## config.mk

```make
export PLATFORM = sky130hd
export DESIGN_NAME = annexb_access_unit_splitter
export DESIGN_NICKNAME = d
export VERILOG_FILES = /design/src/design/aus_pkg.sv /design/src/design/aus_front.sv /design/src/design/aus_queue.sv /design/src/design/annexb_access_unit_splitter.sv
export SDC_FILE = /design/constraint.sdc
export NUM_CORES = 1
export LEC_CHECK = 0
export ABC_AREA = 0
export BUFFER_PORTS_ARGS = -buffer_cell sky130_fd_sc_hd__buf_2
export CAP_MARGIN = 10
export CORE_MARGIN = 8
export CORE_UTILIZATION = 53
export CTS_CLUSTER_DIAMETER = 150
export CTS_CLUSTER_SIZE = 28
export DETAILED_ROUTE_END_ITERATION = 8
export PLACE_DENSITY = 0.83
export SLEW_MARGIN = 20
export SYNTH_ARGS = -nofsm -noshare
export SYNTH_HDL_FRONTEND = slang
export SYNTH_SLANG_ARGS = --single-unit
```

## constraint.sdc

```tcl
create_clock -name i_clk -period 2.8 [get_ports i_clk]
set_clock_uncertainty 0.2 [all_clocks]
set_input_delay 0.42 -clock i_clk [delete_from_list [all_inputs] [get_ports i_clk]]
set_output_delay 0.42 -clock i_clk [all_outputs]
set_load 0.05 [all_outputs]
```

## src/design/aus_pkg.sv

```systemverilog
// ----------------------------------------------------------------------------
// aus_pkg
// Shared types and constants of the Annex B access unit splitter.
// ----------------------------------------------------------------------------
package aus_pkg;

    localparam logic [7:0] CODEC_H264 = 8'h1C;
    localparam logic [7:0] CODEC_H265 = 8'hAE;

    localparam logic [7:0] SC_ZERO = 8'h00;
    localparam logic [7:0] SC_ONE  = 8'h01;

    localparam logic [4:0] H264_TYPE_SLICE = 5'd1;
    localparam logic [4:0] H264_TYPE_IDR   = 5'd5;
    localparam logic [4:0] H264_TYPE_SEI   = 5'd6;

    localparam logic [7:0] H265_HDR_TRAIL = 8'h02;
    localparam logic [7:0] H265_HDR_IDR   = 8'h26;

    // bytes held back for lookahead
    localparam int         WIN_HELD   = 5;
    localparam int         FILL_W     = 3;
    localparam logic [FILL_W-1:0] FILL_FULL = FILL_W'(WIN_HELD);

    localparam int QUEUE_DEPTH = 4;
    localparam int QUEUE_AW    = 2;
    localparam int QUEUE_CW    = 3;

    typedef struct packed {
        logic [7:0] frame_byte;
        logic       frame_end;
        logic       key_frame;
    } t_result;

    typedef struct packed {
        logic    wr_en;
        t_result data;
    } t_queue_wr;

endpackage

```

## src/design/aus_front.sv

```systemverilog
// ----------------------------------------------------------------------------
// aus_front
// Lookahead window, start code detection and unit classification.
// ----------------------------------------------------------------------------
module aus_front (
    input  logic               i_clk,
    input  logic               i_rst_n,
    input  logic               i_accept,
    input  logic [7:0]         i_data_byte,
    input  logic               i_cfg_wr_en,
    input  logic [7:0]         i_cfg_wr_data,
    output aus_pkg::t_queue_wr o_wr
);

    logic [7:0]                 r_win [aus_pkg::WIN_HELD];
    logic [7:0]                 n_win [aus_pkg::WIN_HELD];
    logic [aus_pkg::FILL_W-1:0] r_fill;
    logic [aus_pkg::FILL_W-1:0] n_fill;
    logic [7:0]                 r_video_codec;
    logic                       r_seen, n_seen;
    logic                       r_drop, n_drop;
    logic                       r_end, n_end;
    logic                       r_key, n_key;
    logic                       win_full;
    logic                       sc0;
    logic                       sc1;
    logic                       last;

    assign win_full = (r_fill == aus_pkg::FILL_FULL);

    assign sc0 = (r_win[0] == aus_pkg::SC_ZERO) && (r_win[1] == aus_pkg::SC_ZERO) &&
                 (r_win[2] == aus_pkg::SC_ZERO) && (r_win[3] == aus_pkg::SC_ONE);
    assign sc1 = (r_win[1] == aus_pkg::SC_ZERO) && (r_win[2] == aus_pkg::SC_ZERO) &&
                 (r_win[3] == aus_pkg::SC_ZERO) && (r_win[4] == aus_pkg::SC_ONE);

    always_comb begin
        for (int k = 0; k < aus_pkg::WIN_HELD - 1; k++) begin
            n_win[k] = r_win[k+1];
        end
        n_win[aus_pkg::WIN_HELD-1] = i_data_byte;
    end

    always_comb begin
        n_fill = r_fill;
        if (!win_full) begin
            n_fill = r_fill + 1'b1;
        end
    end

    // header byte r_win[4] is in view when the start code is oldest
    always_comb begin
        n_seen = r_seen;
        n_drop = r_drop;
        n_end  = r_end;
        n_key  = r_key;
        if (win_full && sc0) begin
            n_seen = 1'b1;
            n_drop = 1'b0;
            n_end  = 1'b0;
            n_key  = 1'b0;
            if (r_video_codec == aus_pkg::CODEC_H264) begin
                unique case (r_win[4][4:0])
                    aus_pkg::H264_TYPE_SEI: begin
                        n_drop = 1'b1;
                    end
                    aus_pkg::H264_TYPE_SLICE: begin
                        n_end = 1'b1;
                    end
                    aus_pkg::H264_TYPE_IDR: begin
                        n_end = 1'b1;
                        n_key = 1'b1;
                    end
                    default: begin
                    end
                endcase
            end else if (r_video_codec == aus_pkg::CODEC_H265) begin
                unique case (r_win[4])
                    aus_pkg::H265_HDR_TRAIL: begin
                        n_end = 1'b1;
                    end
                    aus_pkg::H265_HDR_IDR: begin
                        n_end = 1'b1;
                        n_key = 1'b1;
                    end
                    default: begin
                    end
                endcase
            end
        end
    end

    assign last = n_end && sc1;

    always_comb begin
        o_wr.wr_en           = i_accept && win_full && n_seen && !n_drop;
        o_wr.data.frame_byte = r_win[0];
        o_wr.data.frame_end  = last;
        o_wr.data.key_frame  = last && n_key;
    end

    always_ff @(posedge i_clk) begin
        if (!i_rst_n) begin
            r_fill        <= '0;
            r_video_codec <= '0;
            r_seen        <= 1'b0;
            r_drop        <= 1'b0;
            r_end         <= 1'b0;
            r_key         <= 1'b0;
            for (int k = 0; k < aus_pkg::WIN_HELD; k++) begin
                r_win[k] <= '0;
            end
        end else begin
            if (i_cfg_wr_en) begin
                r_video_codec <= i_cfg_wr_data;
            end
            if (i_accept) begin
                r_fill <= n_fill;
                r_seen <= n_seen;
                r_drop <= n_drop;
                r_end  <= n_end;
                r_key  <= n_key;
                for (int k = 0; k < aus_pkg::WIN_HELD; k++) begin
                    r_win[k] <= n_win[k];
                end
            end
        end
    end

endmodule

```

## src/design/aus_queue.sv

```systemverilog
// ----------------------------------------------------------------------------
// aus_queue
// Short result queue between the classifier and the output port.
// ----------------------------------------------------------------------------
module aus_queue (
    input  logic               i_clk,
    input  logic               i_rst_n,
    input  aus_pkg::t_queue_wr i_wr,
    input  logic               i_pop,
    output logic               o_full,
    output logic               o_empty,
    output aus_pkg::t_result   o_data
);

    aus_pkg::t_result             r_mem [aus_pkg::QUEUE_DEPTH];
    logic [aus_pkg::QUEUE_AW-1:0] r_wr_ptr;
    logic [aus_pkg::QUEUE_AW-1:0] r_rd_ptr;
    logic [aus_pkg::QUEUE_CW-1:0] r_count;
    logic [aus_pkg::QUEUE_CW-1:0] n_count;
    logic                         do_pop;

    assign o_full  = (r_count == aus_pkg::QUEUE_CW'(aus_pkg::QUEUE_DEPTH));
    assign o_empty = (r_count == '0);
    assign o_data  = r_mem[r_rd_ptr];
    assign do_pop  = i_pop && !o_empty;

    always_comb begin
        n_count = r_count;
        if (i_wr.wr_en && !do_pop) begin
            n_count = r_count + 1'b1;
        end else if (!i_wr.wr_en && do_pop) begin
            n_count = r_count - 1'b1;
        end
    end

    always_ff @(posedge i_clk) begin
        if (i_wr.wr_en) begin
            r_mem[r_wr_ptr] <= i_wr.data;
        end
    end

    always_ff @(posedge i_clk) begin
        if (!i_rst_n) begin
            r_wr_ptr <= '0;
            r_rd_ptr <= '0;
            r_count  <= '0;
        end else begin
            r_count <= n_count;
            if (i_wr.wr_en) begin
                r_wr_ptr <= r_wr_ptr + 1'b1;
            end
            if (do_pop) begin
                r_rd_ptr <= r_rd_ptr + 1'b1;
            end
        end
    end

endmodule

```

## src/design/annexb_access_unit_splitter.sv

```systemverilog
// ----------------------------------------------------------------------------
// annexb_access_unit_splitter
// Annex B start code parser that passes kept bytes and marks frame ends.
// ----------------------------------------------------------------------------
// Takes one stream byte per clock when push is high and full is low. Each
// byte comes out five bytes later (once its lookahead is in view), unless it
// precedes the first 00 00 00 01 start code or belongs to a dropped H.264 SEI
// unit; a slice unit's last byte carries frame_end (and key_frame if IDR).
// The last five bytes stay held until more input arrives. A four-entry result
// queue sits before the output; full rises only when four results wait, so
// with pop held high the block sustains one byte per clock. Write video_codec
// through i_cfg_wr_en / i_cfg_wr_data only while idle; it is not checked.
module annexb_access_unit_splitter (
    input  logic       i_clk,
    input  logic       i_rst_n,
    input  logic       push,
    output logic       full,
    input  logic [7:0] i_data_byte,
    output logic       empty,
    input  logic       pop,
    output logic [7:0] o_frame_byte,
    output logic       o_frame_end,
    output logic       o_key_frame,
    input  logic       i_cfg_wr_en,
    input  logic [7:0] i_cfg_wr_data
);

    aus_pkg::t_queue_wr queue_wr;
    aus_pkg::t_result   queue_data;
    logic               accept;

    assign accept = push && !full;

    aus_front u_front (
        .i_clk        (i_clk),
        .i_rst_n      (i_rst_n),
        .i_accept     (accept),
        .i_data_byte  (i_data_byte),
        .i_cfg_wr_en  (i_cfg_wr_en),
        .i_cfg_wr_data(i_cfg_wr_data),
        .o_wr         (queue_wr)
    );

    aus_queue u_queue (
        .i_clk  (i_clk),
        .i_rst_n(i_rst_n),
        .i_wr   (queue_wr),
        .i_pop  (pop),
        .o_full (full),
        .o_empty(empty),
        .o_data (queue_data)
    );

    assign o_frame_byte = queue_data.frame_byte;
    assign o_frame_end  = queue_data.frame_end;
    assign o_key_frame  = queue_data.key_frame;

endmodule

```

==> tab_implementation.tex <==
\begin{tabular}{lr}
\hline
Metric & Value \\
\hline
\multicolumn{2}{l}{\textbf{Outcome}} \\
Run status & finished with violations \\
Violated checks & setup timing \\
\multicolumn{2}{l}{\textbf{Global routing}} \\
Residual overflow from global routing & 0 \\
Global-route wire length before repair & $\sim$12 mm \\
Maximum number of pins on one net before global-route repair & 48 \\
Number of global-route vias before repair & roughly 2600 \\
Number of antenna violations at the first check in global routing & 0 \\
GRT Overall Usage & $\sim$14\% \\
\multicolumn{2}{l}{\textbf{Logic synthesis}} \\
Sequential cell area fraction in the yosys report & approximately two thirds \\
Library cell with the largest summed area after synthesis & edfxtp\_1 \\
Adder-Cell Fraction of Synth Area & roughly 2.5\% \\
Synth top area cells & edfxtp\_1, dfxtp\_1, and3\_1, mux4\_2, mux2i\_1 \\
Complex-gate fraction of the synthesized area & under 10\% \\
Syn\_area\_per\_cell & 14.86 um\^{}2 \\
Area share of the largest cell type after synthesis & a little under three fifths \\
Share of the synthesized netlist area taken by xor and xnor gates & between 1 and 1.5\% \\
Number of warnings printed during yosys synthesis & 0 \\
Synthesized area & 4249 um\^{}2 \\
Flip-flop and latch count after synthesis & $\sim$100 \\
Post-Synth Simple-Gate Area & 16.05\% \\
Share of cell area taken by muxes after synthesis & 8.598\% \\
Post-synth ARST share & 0\% \\
Largest family of logic cells by synthesized area & simple AND/OR/NAND/NOR gates \\
Dominant synthesized flop cell & edfxtp\_1 \\
Gate count after technology mapping & 286 \\
Mapped Nets & between 300 and 400 \\
Number of enable-type register cells in the synthesized netlist & 80 \\
Number of unique standard cell types used by synthesis & between 40 and 50 \\
\multicolumn{2}{l}{\textbf{STA}} \\
Upper clock frequency limit & around 0.34 GHz \\
Final-report hold violation count & 0 \\
Worst Slack Setup Final & -0.1717 ns \\
Pins Over Slew Limit & 0 \\
Setup Viol. Count Final & 12 \\
RSZ-0062 raised after global routing & yes \\
Period utilization & 106.1\% \\
Least-Margin Pin Slew & $\sim$0.63 ns \\
Headroom to the max-slew limit & between 50\% and 60\% \\
Final critical path time including I/O delays and setup & 2.972 ns \\
\multicolumn{2}{l}{\textbf{Routing}} \\
Via count normalized by instance count & between 5 and 6 \\
Total DRC errors in the routed layout & 0 \\
Number of vias after detailed routing & 2518 \\
Final Routed Wirelength & 7.651 mm \\
First-pass iteration count of the detailed router & 5 \\
Final antenna-violating net count & 0 \\
Routed wirelength normalized by instance count & about 17 um \\
Number of violations reported at the end of detailed-routing iteration 0 & between 150 and 200 \\
\multicolumn{2}{l}{\textbf{Setup path}} \\
Crit start category & flip-flop \\
Required time worst endpoint & 2.89 ns \\
Critical Path End Type & flip-flop \\
Critical path fanouts, max & 4 \\
Arrival time worst endpoint & approximately 3 ns \\
WS Path Type & reg -> reg \\
\multicolumn{2}{l}{\textbf{Cells and area}} \\
Fillcell total & about 570 \\
Non-Filler Instances & 454 \\
Area growth from synthesis to layout & 18.32\% \\
Antenna cells & 0 \\
Sequential cell area & $\sim$2900 um\^{}2 \\
Final instance area & around 5000 um\^{}2 \\
Fraction of layout cells with a size suffix above 1 & 32.39\% \\
Total Nets Final & around 380 \\
Total area of multi-input combinational cells & about 1400 um\^{}2 \\
\multicolumn{2}{l}{\textbf{Die}} \\
\# IOs & 33 \\
Initial Util & a little over half \\
\# rows & 32 \\
Die boundary width & between 100 and 150 um \\
Floorplan die area & 11140 um\^{}2 \\
Die Span Y & approximately 110 um \\
Std-Cell Core Area & just under 8000 um\^{}2 \\
\multicolumn{2}{l}{\textbf{Clock network}} \\
Cts hold-fix bufs & 0 \\
Clock buffer depth & 2 \\
Clk\_lat worst skew & around 0.36 ns \\
Clock tree from TritonCTS & built \\
Clock net sink count & between 100 and 150 \\
Root buffer cell & clkbuf\_8 \\
Number of H-tree levels & 3 \\
Number of buffers inserted during clock tree synthesis & 9 \\
Clock-pin slew on the worst setup and hold paths & 0.09 ns \\
\multicolumn{2}{l}{\textbf{Placed design}} \\
Global placer's final weighted congestion & $\sim$0.75 \\
\# placed instances & around 430 \\
Number of I/O port buffers & 32 \\
Post-DP HPWL & between 4 and 5 mm \\
Cell area after placement & approximately 4700 um\^{}2 \\
\multicolumn{2}{l}{\textbf{Power and ir drop}} \\
VDD IR-drop max & between 0.3 and 0.4 mV \\
Power density cells & $\sim$730 nW/um\^{}2 \\
Leakage power total & $\sim$0.002 uW \\
\multicolumn{2}{l}{\textbf{Job}} \\
Max-Cap Viols & 0 \\
\multicolumn{2}{l}{\textbf{Worst hold path}} \\
Class of the worst hold path & in -> reg \\
\hline
\end{tabular}
per-layer routing:
layer | part of all wire (%) | GRT usage (%)
met5 | 0 | 0
met2 | 52 | 24.60
met3 | 3.7 | 3.593
met1 | 42 | 15.33
met4 | 2.2 | 7.236
worst max-delay path: stages, from the launching register on:
cell,delay (ns)
edfxtp_1,0.41
nor4_1,0.41
nand2_1,0.10
buf_4,0.18
nor4b_4,0.28
o2111a_2,0.26
ha_4,0.14
inv_2,0.03
fa_2,0.32
xor2_1,0.15
or3_1,0.31
a21oi_1,0.12
final cells by class:
| class | count | share of cell area [%] |
|---|---|---|
| inverter | 5 | 0.3733 |
| multi-input combinational | 166 | 28.70 |
| timing repair buffer | 61 | 7.516 |
| clock buffer | 10 | 2.539 |
| tap | 102 | 2.539 |
| sequential | 104 | 57.34 |
| clock inverter | 6 | 0.9955 |
sequential cells by signal, summed over array words and instances, names as in the netlist, named ones only:
register,cells
u_front.r_seen,1
u_front.r_video_codec,8
u_queue.r_rd_ptr,2
u_front.r_win,40
u_front.r_end,1
u_front.r_fill,3
u_queue.r_wr_ptr,2
u_front.r_key,1
u_front.r_drop,1
u_queue.r_count,3
u_queue.r_mem,40
logic make-up after synthesis:
logic type      after synthesis
compound gates               11
buf+inv                      20
simple gates                112
mux                          24
xor+xnor                      7
flops                       104
fa+ha+maj                     8
path summary, 6_finish.rpt:
path / start / endpoint / slack [ns] / cells past startpoint
max: u_front.r_win[0][14] / u_queue.r_count[2] / -0.17 / 11
min: i_cfg_wr_data[2] / u_front.r_video_codec[2] / 0.09 / 3
max reg2reg: u_front.r_win[0][14] / u_queue.r_count[2] / -0.17 / 11
min reg2reg: u_front.r_seen / u_front.r_seen / 0.29 / 2
report_power, final:
| group | internal, uW | switching, uW |
|---|---|---|
| clock network | 334 | 506 |
| logic | 328 | 490 |
| registers | 1870 | 142 |
| total | 2530 | 1140 |
cell usage in the layout, fill, tap and decap left out, types with 2 or more instances in the layout:
cell and n:
buf_2 32, nand2b_1 2, dfxtp_1 24, buf_4 29
a21oi_1 4, inv_6 3, xnor2_1 2, xor2_1 5
nor3_1 3, and2_4 8, nor3_2 3, nor4_4 3
nor4b_1 2, clkinvlp_4 2, clkbuf_8 9, nand2_1 10
edfxtp_1 80, inv_1 4, mux4_2 10, nor2_1 25
nor4b_4 2, o21ai_0 2, nor4_1 3, mux2i_1 14
and3_1 39, nand4_1 4, ha_1 6
stage by stage:
stage	utilization (%)	hold WS (ns)	setup slack [ns]	setup TNS, ns	power (uW)
detailed placement	60.12	0.2618	-0.1558	-0.2911	2805
global route	64.72	0.09779	-0.3465	-4.784	3840
global placement	60.12	0.2657	-0.06264	-0.1208	2769
CTS	63.35	0.07287	-0.07594	-0.1419	3656
floorplan	-	0.2421	-0.05358	-0.05358	2573
finish	64.72	0.08980	-0.1717	-0.3265	3671
Yosys cell counts, types with 3 or more instances:
cell and count:
mux2i_1 14, ha_1 7, nor4_1 3, nand2_1 10, inv_1 5, and2_1 4
edfxtp_1 80, nand4_1 4, clkbuf_1 13, nor2_1 25, nor3_1 6, mux4_2 10
xor2_1 5, dfxtp_1 24, and3_1 39, nor4b_1 4, a21oi_1 4
repair_timing:
item                                    in CTS  in global routing
pin swaps                                    8                  6
buffers inserted                             4                  4
endpoints found under the setup margin      25                 46
gates resized for setup                     10                 13
cloned                                       0                  4
Note: power is estimated with default switching activity, not from simulation.
